==> config.mk <==
export PLATFORM = sky130hd
export DESIGN_NAME = servo_bus_command_link_unit
export DESIGN_NICKNAME = d
export VERILOG_FILES = /design/src/hw/rtl/sbcl_pkg.sv /design/src/hw/rtl/sbcl_framer.sv /design/src/hw/rtl/sbcl_reply_checker.sv /design/src/hw/rtl/servo_bus_command_link_unit.sv
export VERILOG_INCLUDE_DIRS = /design/src /design/src/hw/rtl
export SDC_FILE = /design/constraint.sdc
export NUM_CORES = 1
export LEC_CHECK = 0
export ABC_CLOCK_PERIOD_IN_PS = 4510
export BUFFER_PORTS_ARGS = -buffer_cell sky130_fd_sc_hd__clkbuf_2
export CORE_MARGIN = 1.5
export CORE_UTILIZATION = 30
export DETAILED_ROUTE_END_ITERATION = 6
export PLACE_DENSITY_LB_ADDON = 0.25
export SLEW_MARGIN = 10
export SYNTH_ARGS = -nofsm -noshare
export SYNTH_HDL_FRONTEND = slang
export SYNTH_SLANG_ARGS = --single-unit
==> constraint.sdc <==
create_clock -name clk -period 4.51 [get_ports clk]
set_clock_uncertainty 0.1 [all_clocks]
set_input_delay 0.902 -clock clk [delete_from_list [all_inputs] [get_ports clk]]
set_output_delay 0.902 -clock clk [all_outputs]
set_load 0.005 [all_outputs]
==> src/hw/rtl/assert_macros.svh <==
// Assertion macros shared by the servo bus command link RTL.
`ifndef ASSERT_MACROS_SVH
`define ASSERT_MACROS_SVH
`ifndef SYNTHESIS
// Property that must hold at every clock edge out of reset.
`define SBCL_ASSERT(label, clk, rst_n, prop) \
    label: assert property (@(posedge clk) disable iff (!rst_n) (prop)) \
        else $error("sbcl assertion failed");
// Antecedent in a cycle implies consequent in the following cycle.
`define SBCL_ASSERT_NEXT(label, clk, rst_n, ante, cons) \
    label: assert property (@(posedge clk) disable iff (!rst_n) (ante) |=> (cons)) \
        else $error("sbcl assertion failed");
`else
`define SBCL_ASSERT(label, clk, rst_n, prop)
`define SBCL_ASSERT_NEXT(label, clk, rst_n, ante, cons)
`endif
`endif

==> src/hw/rtl/sbcl_pkg.sv <==
// Types and constants for the servo bus command link.
package sbcl_pkg;

    localparam int unsigned TDATA_W = 32;

    localparam logic [7:0] HDR_BYTE       = 8'h55;
    localparam logic [7:0] LEN_READ       = 8'h03;
    localparam logic [7:0] LEN_WRITE      = 8'h07;
    localparam logic [7:0] CMD_READ_TEMP  = 8'h1A;
    localparam logic [7:0] CMD_READ_POS   = 8'h1C;
    localparam logic [7:0] CMD_WRITE_POS  = 8'h01;
    localparam logic [7:0] TEMP_LIMIT     = 8'd100;
    localparam logic [7:0] POS_HI_LIMIT   = 8'd4;
    localparam logic [15:0] MOVE_TIME_RST = 16'h0032;

    // Packet lengths on the wire, header and checksum included
    localparam logic [3:0] PKT_LEN_READ  = 4'd6;
    localparam logic [3:0] PKT_LEN_WRITE = 4'd10;

    // Reply lengths in bytes
    localparam logic [3:0] REPLY_LEN_TEMP = 4'd7;
    localparam logic [3:0] REPLY_LEN_POS  = 4'd8;

    typedef enum logic [1:0] {
        KIND_TEMP  = 2'd0,
        KIND_POS   = 2'd1,
        KIND_WRITE = 2'd2,
        KIND_RX    = 2'd3
    } kind_t;

    typedef enum logic [1:0] {
        RES_TX  = 2'd0,
        RES_OK  = 2'd1,
        RES_REJ = 2'd2
    } res_kind_t;

    typedef enum logic [1:0] {
        PEND_NONE = 2'd0,
        PEND_TEMP = 2'd1,
        PEND_POS  = 2'd2
    } pend_t;

    typedef struct packed {
        logic [7:0] tx_byte;
        logic       first;
        logic       last;
    } frame_t;

    typedef struct packed {
        logic       emit;
        logic       ok;
        logic [7:0] servo;
        logic       is_pos;
        logic [9:0] value;
    } reply_t;

endpackage

==> src/hw/rtl/sbcl_framer.sv <==
// Command packet framer: byte counter, byte select and checksum.
`include "assert_macros.svh"

module sbcl_framer
(
    input  logic                clk,
    input  logic                rst_n,
    input  logic                step,
    input  sbcl_pkg::kind_t     kind,
    input  logic [7:0]          bus_id,
    input  logic [9:0]          angle,
    input  logic [15:0]         move_time,
    output sbcl_pkg::frame_t    frame
);

    logic [3:0] idx_reg;
    logic [3:0] idx_next;
    logic [3:0] pkt_len;
    logic [7:0] len_byte;
    logic [7:0] cmd_byte;
    logic [7:0] angle_lo;
    logic [7:0] angle_hi;
    logic [7:0] sum;
    logic       is_write;

    assign is_write = (kind == sbcl_pkg::KIND_WRITE);
    assign pkt_len  = is_write ? sbcl_pkg::PKT_LEN_WRITE : sbcl_pkg::PKT_LEN_READ;
    assign len_byte = is_write ? sbcl_pkg::LEN_WRITE : sbcl_pkg::LEN_READ;
    assign angle_lo = angle[7:0];
    assign angle_hi = {6'd0, angle[9:8]};

    always_comb
    begin
        case (kind)
            sbcl_pkg::KIND_TEMP:  cmd_byte = sbcl_pkg::CMD_READ_TEMP;
            sbcl_pkg::KIND_POS:   cmd_byte = sbcl_pkg::CMD_READ_POS;
            sbcl_pkg::KIND_WRITE: cmd_byte = sbcl_pkg::CMD_WRITE_POS;
            default:              cmd_byte = sbcl_pkg::CMD_WRITE_POS;
        endcase
    end

    // byte sum from the id up to the last parameter
    always_comb
    begin
        sum = bus_id + len_byte + cmd_byte;
        if (is_write)
        begin
            sum = sum + angle_lo + angle_hi + move_time[7:0] + move_time[15:8];
        end
    end

    always_comb
    begin
        frame.first = (idx_reg == 4'd0);
        frame.last  = (idx_reg == pkt_len - 4'd1);
        case (idx_reg)
            4'd0:    frame.tx_byte = sbcl_pkg::HDR_BYTE;
            4'd1:    frame.tx_byte = sbcl_pkg::HDR_BYTE;
            4'd2:    frame.tx_byte = bus_id;
            4'd3:    frame.tx_byte = len_byte;
            4'd4:    frame.tx_byte = cmd_byte;
            4'd5:    frame.tx_byte = is_write ? angle_lo : ~sum;
            4'd6:    frame.tx_byte = angle_hi;
            4'd7:    frame.tx_byte = move_time[7:0];
            4'd8:    frame.tx_byte = move_time[15:8];
            default: frame.tx_byte = ~sum;
        endcase
    end

    always_comb
    begin
        idx_next = idx_reg;
        if (step)
        begin
            idx_next = frame.last ? 4'd0 : idx_reg + 4'd1;
        end
    end

    always_ff @(posedge clk or negedge rst_n)
    begin
        if (!rst_n)
        begin
            idx_reg <= 4'd0;
        end
        else
        begin
            idx_reg <= idx_next;
        end
    end

    `SBCL_ASSERT(a_idx_in_range, clk, rst_n, idx_reg < sbcl_pkg::PKT_LEN_WRITE)
    `SBCL_ASSERT_NEXT(a_idx_wraps, clk, rst_n, step && frame.last, idx_reg == 4'd0)

endmodule

==> src/hw/rtl/sbcl_reply_checker.sv <==
// Reply collector and checker with the pending request state.
`include "assert_macros.svh"

module sbcl_reply_checker
(
    input  logic                clk,
    input  logic                rst_n,
    input  logic                start_read,
    input  sbcl_pkg::kind_t     read_kind,
    input  logic [7:0]          read_servo,
    input  logic                rx_step,
    input  logic [7:0]          rx_byte,
    output sbcl_pkg::reply_t    reply
);

    sbcl_pkg::pend_t pend_reg;
    sbcl_pkg::pend_t pend_next;
    logic [7:0]      servo_reg;
    logic [7:0]      servo_next;
    logic [3:0]      count_reg;
    logic [3:0]      count_next;
    // the final reply byte is never checked, so only the first seven are kept
    logic [7:0]      bytes_reg [7];
    logic            is_pos;
    logic [3:0]      need;
    logic            hdr_ok;
    logic            ok;
    logic            store;

    assign is_pos = (pend_reg == sbcl_pkg::PEND_POS);
    assign need   = is_pos ? sbcl_pkg::REPLY_LEN_POS : sbcl_pkg::REPLY_LEN_TEMP;
    assign hdr_ok = (bytes_reg[0] == sbcl_pkg::HDR_BYTE)
                 && (bytes_reg[1] == sbcl_pkg::HDR_BYTE)
                 && (bytes_reg[2] == servo_reg);

    always_comb
    begin
        if (is_pos)
        begin
            ok = hdr_ok && (bytes_reg[4] == sbcl_pkg::CMD_READ_POS)
                        && (bytes_reg[6] < sbcl_pkg::POS_HI_LIMIT);
        end
        else
        begin
            ok = hdr_ok && (bytes_reg[4] == sbcl_pkg::CMD_READ_TEMP)
                        && (bytes_reg[5] < sbcl_pkg::TEMP_LIMIT);
        end
        reply.emit   = (pend_reg != sbcl_pkg::PEND_NONE) && (count_reg + 4'd1 == need);
        reply.ok     = ok;
        reply.servo  = servo_reg;
        reply.is_pos = is_pos;
        if (!ok)
        begin
            reply.value = 10'd0;
        end
        else if (is_pos)
        begin
            reply.value = {bytes_reg[6][1:0], bytes_reg[5]};
        end
        else
        begin
            reply.value = {2'd0, bytes_reg[5]};
        end
    end

    assign store = rx_step && (pend_reg != sbcl_pkg::PEND_NONE) && !reply.emit;

    always_comb
    begin
        pend_next  = pend_reg;
        servo_next = servo_reg;
        count_next = count_reg;
        if (start_read)
        begin
            // a new read drops any reply still being collected
            servo_next = read_servo;
            pend_next  = (read_kind == sbcl_pkg::KIND_TEMP) ? sbcl_pkg::PEND_TEMP
                                                            : sbcl_pkg::PEND_POS;
            count_next = 4'd0;
        end
        else if (rx_step && reply.emit)
        begin
            pend_next  = sbcl_pkg::PEND_NONE;
            count_next = 4'd0;
        end
        else if (store)
        begin
            count_next = count_reg + 4'd1;
        end
    end

    always_ff @(posedge clk or negedge rst_n)
    begin
        if (!rst_n)
        begin
            pend_reg  <= sbcl_pkg::PEND_NONE;
            servo_reg <= 8'd0;
            count_reg <= 4'd0;
        end
        else
        begin
            pend_reg  <= pend_next;
            servo_reg <= servo_next;
            count_reg <= count_next;
        end
    end

    always_ff @(posedge clk)
    begin
        if (store)
        begin
            bytes_reg[count_reg[2:0]] <= rx_byte;
        end
    end

    `SBCL_ASSERT(a_count_bound, clk, rst_n, count_reg < sbcl_pkg::REPLY_LEN_POS)
    `SBCL_ASSERT(a_idle_count, clk, rst_n, (pend_reg != sbcl_pkg::PEND_NONE) || (count_reg == 4'd0))

endmodule

==> src/hw/rtl/servo_bus_command_link_unit.sv <==
// Top level of the servo bus command link: job register, output register, wiring.
//
//  channel   dir  fields (low bit up)                                    accept
//  s_*       in   tuser: kind; tdata: bus_id, angle, rx_byte             s_tvalid & s_tready
//  m_*       out  tuser: result_kind; tlast: last_byte;
//                 tdata: tx_byte, reply_servo, reply_is_position, value  m_tvalid & m_tready
//  move_time in   move_time_wdata, written when move_time_we is high     move_time_we
//
// Read requests send 6 packet bytes, position writes 10 (one packet byte per cycle
// while m_tready does not stall the single output register). A transaction
// waits in the job register while its bytes drain; s_tready rises in the
// cycle its last packet byte is loaded or its received byte retires. An
// m_tready stall holds the output register and any job that needs it. Reset
// clears control state and sets move_time to 50.
`include "assert_macros.svh"

module servo_bus_command_link_unit
(
    input  logic        clk,
    input  logic        rst_n,
    input  logic        s_tvalid,
    output logic        s_tready,
    input  logic [31:0] s_tdata,   // bus_id[7:0], angle[17:8], rx_byte[25:18], zero pad
    input  logic [1:0]  s_tuser,   // kind[1:0]
    output logic        m_tvalid,
    input  logic        m_tready,
    output logic [31:0] m_tdata,   // tx_byte[7:0], reply_servo[15:8], reply_is_position[16],
                                   // reply_value[26:17], zero pad
    output logic [1:0]  m_tuser,   // result_kind[1:0]
    output logic        m_tlast,   // last_byte
    input  logic        move_time_we,
    input  logic [15:0] move_time_wdata
);

    logic            job_valid_reg;
    logic            job_valid_next;
    sbcl_pkg::kind_t job_kind_reg;
    logic [7:0]      job_id_reg;
    logic [9:0]      job_angle_reg;
    logic [7:0]      job_rx_reg;
    logic [15:0]     move_time_reg;

    logic            out_valid_reg;
    logic            out_valid_next;
    logic [1:0]      out_kind_reg;
    logic [7:0]      out_tx_reg;
    logic            out_last_reg;
    logic [7:0]      out_servo_reg;
    logic            out_pos_reg;
    logic [9:0]      out_value_reg;

    sbcl_pkg::frame_t frame;
    sbcl_pkg::reply_t reply;

    logic in_accept;
    logic out_load;
    logic is_req;
    logic fire_tx;
    logic fire_rx;
    logic job_done;
    logic load;
    logic start_read;

    assign in_accept = s_tvalid && s_tready;
    assign out_load  = !out_valid_reg || m_tready;
    assign is_req    = (job_kind_reg != sbcl_pkg::KIND_RX);
    assign fire_tx   = job_valid_reg && is_req && out_load;
    // bytes that produce no result retire without the output register
    assign fire_rx   = job_valid_reg && !is_req && (!reply.emit || out_load);
    assign job_done  = fire_rx || (fire_tx && frame.last);
    assign load      = fire_tx || (fire_rx && reply.emit);
    assign s_tready  = !job_valid_reg || job_done;
    assign start_read = fire_tx && frame.first && (job_kind_reg != sbcl_pkg::KIND_WRITE);

    sbcl_framer u_framer
    (
        .clk       (clk),
        .rst_n     (rst_n),
        .step      (fire_tx),
        .kind      (job_kind_reg),
        .bus_id    (job_id_reg),
        .angle     (job_angle_reg),
        .move_time (move_time_reg),
        .frame     (frame)
    );

    sbcl_reply_checker u_checker
    (
        .clk        (clk),
        .rst_n      (rst_n),
        .start_read (start_read),
        .read_kind  (job_kind_reg),
        .read_servo (job_id_reg),
        .rx_step    (fire_rx),
        .rx_byte    (job_rx_reg),
        .reply      (reply)
    );

    always_comb
    begin
        job_valid_next = job_valid_reg;
        if (in_accept)
        begin
            job_valid_next = 1'b1;
        end
        else if (job_done)
        begin
            job_valid_next = 1'b0;
        end
    end

    always_comb
    begin
        out_valid_next = out_valid_reg;
        if (load)
        begin
            out_valid_next = 1'b1;
        end
        else if (m_tready)
        begin
            out_valid_next = 1'b0;
        end
    end

    always_ff @(posedge clk or negedge rst_n)
    begin
        if (!rst_n)
        begin
            job_valid_reg <= 1'b0;
            out_valid_reg <= 1'b0;
            move_time_reg <= sbcl_pkg::MOVE_TIME_RST;
        end
        else
        begin
            job_valid_reg <= job_valid_next;
            out_valid_reg <= out_valid_next;
            if (move_time_we)
            begin
                move_time_reg <= move_time_wdata;
            end
        end
    end

    always_ff @(posedge clk)
    begin
        if (in_accept)
        begin
            job_kind_reg  <= sbcl_pkg::kind_t'(s_tuser);
            job_id_reg    <= s_tdata[7:0];
            job_angle_reg <= s_tdata[17:8];
            job_rx_reg    <= s_tdata[25:18];
        end
        if (load)
        begin
            if (fire_tx)
            begin
                out_kind_reg  <= sbcl_pkg::RES_TX;
                out_tx_reg    <= frame.tx_byte;
                out_last_reg  <= frame.last;
                out_servo_reg <= 8'd0;
                out_pos_reg   <= 1'b0;
                out_value_reg <= 10'd0;
            end
            else
            begin
                out_kind_reg  <= reply.ok ? sbcl_pkg::RES_OK : sbcl_pkg::RES_REJ;
                out_tx_reg    <= 8'd0;
                out_last_reg  <= 1'b0;
                out_servo_reg <= reply.servo;
                out_pos_reg   <= reply.is_pos;
                out_value_reg <= reply.value;
            end
        end
    end

    assign m_tvalid = out_valid_reg;
    assign m_tuser  = out_kind_reg;
    assign m_tlast  = out_last_reg;
    assign m_tdata  = {5'd0, out_value_reg, out_pos_reg, out_servo_reg, out_tx_reg};

    `SBCL_ASSERT_NEXT(a_req_blocks, clk, rst_n,
        in_accept && (s_tuser != sbcl_pkg::KIND_RX), !s_tready)
    `SBCL_ASSERT(a_last_only_tx, clk, rst_n,
        !(m_tvalid && m_tlast) || (m_tuser == sbcl_pkg::RES_TX))

endmodule
==> results.sh <==
export IMPL_arrival_ns=4.31
export IMPL_tightest_slew_ns=1.176
export IMPL_crit_required_ns=4.55
export IMPL_drt_met1_wl_um=7585
export IMPL_wl_met2_um=6992
export IMPL_dp_cells=886
export IMPL_cts_buffers=17
export IMPL_pre_cts_ws_ns=0.1751
export IMPL_hold_buffers=0
export IMPL_routed_wl_um=15370
export IMPL_grt_use_total=0.1374
export IMPL_r2r_end="out_tx_reg[7]$_SDFFCE_PN0P_"
export IMPL_ff2ff_setup_slack_ns=0.23
export IMPL_fmaxAchievable_mhz=233.9
export IMPL_final_util=0.3646
export IMPL_leakage_nw=3.184
export IMPL_yosys_area_top_type="edfxtp_1"
export IMPL_setup_viol=0
export IMPL_ys_warn_count=0
export IMPL_cap_violations=0
export IMPL_synth_seq_cells=142
export IMPL_drt_initial_drc_count=386
export IMPL_grt_pass1_wl_um=24720
export IMPL_dr_wl_met3_um=546
export IMPL_hp_class="flip-flop to flip-flop"
export IMPL_synth_top_area_frac=0.4628
export IMPL_p_per_area_nw_per_um2=612.7
export IMPL_syn_area_per_cell_sq_um=12.93
export IMPL_portBuffers=80
export IMPL_htreeDepth=4
export IMPL_startpoint_type="flip-flop"
export IMPL_drt_vias_per_instance=4.756
export IMPL_die_h_um=154.4
export IMPL_clockBufferDepth=2
export IMPL_ff2ff_path_depth=19
export IMPL_die_x_um=154.4
export IMPL_period_minus_slack_ns=4.275
export IMPL_reg2reg_from="job_kind_reg[0]$_DFFE_PP_"
export IMPL_hpwl_um=11370
export IMPL_critPathLaunch="job_kind_reg[0]$_DFFE_PP_"
export IMPL_area_delta_synth_final_pct=19.65
export IMPL_final_max_slew_viol_count=0
export IMPL_vias=4361
export IMPL_grt_pass1_vias=4565
export IMPL_avgRoutedWirePerCell_um=16.76
export IMPL_synthArstFlopShare=0.2535
export IMPL_std_cell_rows=55
export IMPL_synthTopCellsByArea="edfxtp_1 46%, dfrtp_1 12%, fa_1 4.7%"
export IMPL_synth_edf_count=106
export IMPL_dieArea_sq_um=23840
export IMPL_clockRootBuffer="clkbuf_16"
export IMPL_grt_max_degree=37
export IMPL_nets=709
export IMPL_path_clk_slew_ns=0.06
export IMPL_pin_count=92
export IMPL_ys_flop_type="edfxtp_1"
export IMPL_max_slew_margin=0.2100
export IMPL_antenna_cells=0
export IMPL_status="completed"
export IMPL_min_to="out_value_reg[9]$_SDFFCE_PP0P_"
export IMPL_cp_max_fo=6
export IMPL_coreArea_sq_um=22570
export IMPL_path_class="flip-flop to flip-flop"
export IMPL_antenna_found_initial=0
export IMPL_instances_no_fill=917
export IMPL_cp_end_kind="flip-flop"
export IMPL_peakVddDrop_mv=0.2412
export IMPL_drcViolationCount=0
export IMPL_finalHoldViolCount=0
export IMPL_hold_start="u_checker.bytes_reg[6][1]$_DFFE_PP_"
export IMPL_ys_types=67
export IMPL_numClockSinks=142
export IMPL_holdPathStages=1
export IMPL_synth_cells=532
export IMPL_ant_nets=0
export IMPL_globalRouteOverflowTotal=0
export IMPL_topRoutingLayerUsed="met4"
export IMPL_syn_area_sq_um=6878
export IMPL_largest_reg_flops=48
export IMPL_post_route_period_util=0.9479
export IMPL_start_util=0.3047
export IMPL_first_pass_iters=5
export IMPL_place_congestion=0.8418
export IMPL_fin_ws_ns=0.2348
export IMPL_cts_tree="done"
export IMPL_clk_latency_ns=0.43
export IMPL_synth_seq_area_share=0.5943
export IMPL_layout_drive_gt1_share=0.2627
-- final cells by class --
cell class	instances	area, sq um
Timing Repair Buffer	89	467.9
Clock inverter	14	178.9
Tap cell	285	356.6
Sequential cell	142	4088
Clock buffer	17	425.4
Fill cell	2190	14340
Multi-Input combinational cell	338	2592
Inverter	32	120.1
-- power by group --
part           internal (W)  switching [W]
clock network      0.000875       0.000573
registers           0.00169       0.000266
logic              0.000732       0.000909
-- logic make-up (layout without fill, tap and decap cells) --
family,count (synthesis),count (layout),synth area share
multiplexers,22,22,0.03529
AO/OA/AOI/OAI,88,88,0.08623
buffers and inverters,56,152,0.03656
adder cells (fa/ha/maj),34,34,0.07932
AND/OR/NAND/NOR,160,160,0.1308
flip-flops,142,142,0.5943
other,1,5,0.0005452
XOR/XNOR,29,29,0.03693
-- layer usage --
layer / global-route usage / vias up
met4: 0.05357 / 0
met1: 0.1911 / 2141
met5: 0 / -
met3: 0.03138 / 19
met2: 0.2083 / 104
li1: - / 2097
-- repair_timing --
action	4_1_cts	5_1_grt
buffers inserted	0	0
setup endpoints to repair	0	4
resized for setup	0	7
hold endpoints to repair	0	0
-- how the worst max path moves through the flow --
stage,to,slack (ns)
global placement,out_tx_reg[7]$_SDFFCE_PN0P_,0.24
detailed placement,out_tx_reg[7]$_SDFFCE_PN0P_,0.18
CTS,out_tx_reg[7]$_SDFFCE_PN0P_,0.13
global route,out_tx_reg[7]$_SDFFCE_PN0P_,-0.004
finish,out_tx_reg[7]$_SDFFCE_PN0P_,0.23
floorplan,out_tx_reg[7]$_SDFFCE_PN0P_,0.23
-- critical path: stages (launching register included) --
cell      delay [ns]
edfxtp_1        0.42
buf_4           0.18
nor2_2          0.15
inv_1           0.06
ha_1            0.26
inv_1           0.06
ha_1            0.16
inv_1           0.06
fa_2            0.37
inv_1           0.07
a21oi_1         0.06
o21bai_1        0.23
xor2_1          0.32
fa_1            0.50
ha_4            0.30
nand4_1         0.11
a21o_1          0.18
nand3_1         0.09
xor2_1          0.18
a211oi_2        0.09
-- metrics by stage --
| stage | hold slack, ns | total power (W) | area [sq um] | setup TNS [ns] |
|---|---|---|---|---|
| floorplan | 0.3827 | 0.003094 | 6893 | 0 |
| global placement | 0.4067 | 0.003515 | 7591 | 0 |
| detailed placement | 0.4084 | 0.003565 | 7591 | 0 |
| CTS | 0.4235 | 0.005031 | 8195 | 0 |
| global route | 0.4332 | 0.005366 | 8229 | -0.003512 |
| finish | 0.4179 | 0.005042 | 8229 | 0 |
-- cells in the mapped netlist (7+ instances only) --
| cell | count |
|---|---|
| dfrtp_1 | 33 |
| edfxtp_1 | 106 |
| o21ai_0 | 23 |
| nand2_1 | 28 |
| clkbuf_1 | 9 |
| buf_4 | 7 |
| inv_1 | 30 |
| xnor2_1 | 22 |
| a21oi_1 | 18 |
| xor2_1 | 7 |
| ha_1 | 18 |
| and2_1 | 21 |
| nor2_1 | 37 |
| nor3_1 | 13 |
| fa_1 | 16 |
| mux2_2 | 18 |
-- placed cells by master (no fill, tap or decap), types with 5 or more instances in the layout --
| master | count |
|---|---|
| edfxtp_1 | 106 |
| clkbuf_2 | 80 |
| nor2_1 | 35 |
| dfrtp_1 | 33 |
| inv_1 | 30 |
| nand2_1 | 28 |
| o21ai_0 | 22 |
| xnor2_1 | 21 |
| and2_1 | 21 |
| mux2_2 | 18 |
| a21oi_1 | 17 |
| ha_1 | 17 |
| clkbuf_16 | 17 |
| fa_1 | 15 |
| nor3_1 | 13 |
| buf_4 | 9 |
| xor2_1 | 7 |
| nand3_1 | 6 |
| nand4_1 | 6 |
| inv_6 | 6 |
| nor2b_1 | 5 |
| a21o_1 | 5 |
| nand2b_1 | 5 |
| a221oi_1 | 5 |
| and3_1 | 5 |
| a31oi_1 | 5 |
| nor4b_1 | 5 |
| conb_1 | 5 |
No activity file was read; power rests on OpenSTA's default activity.
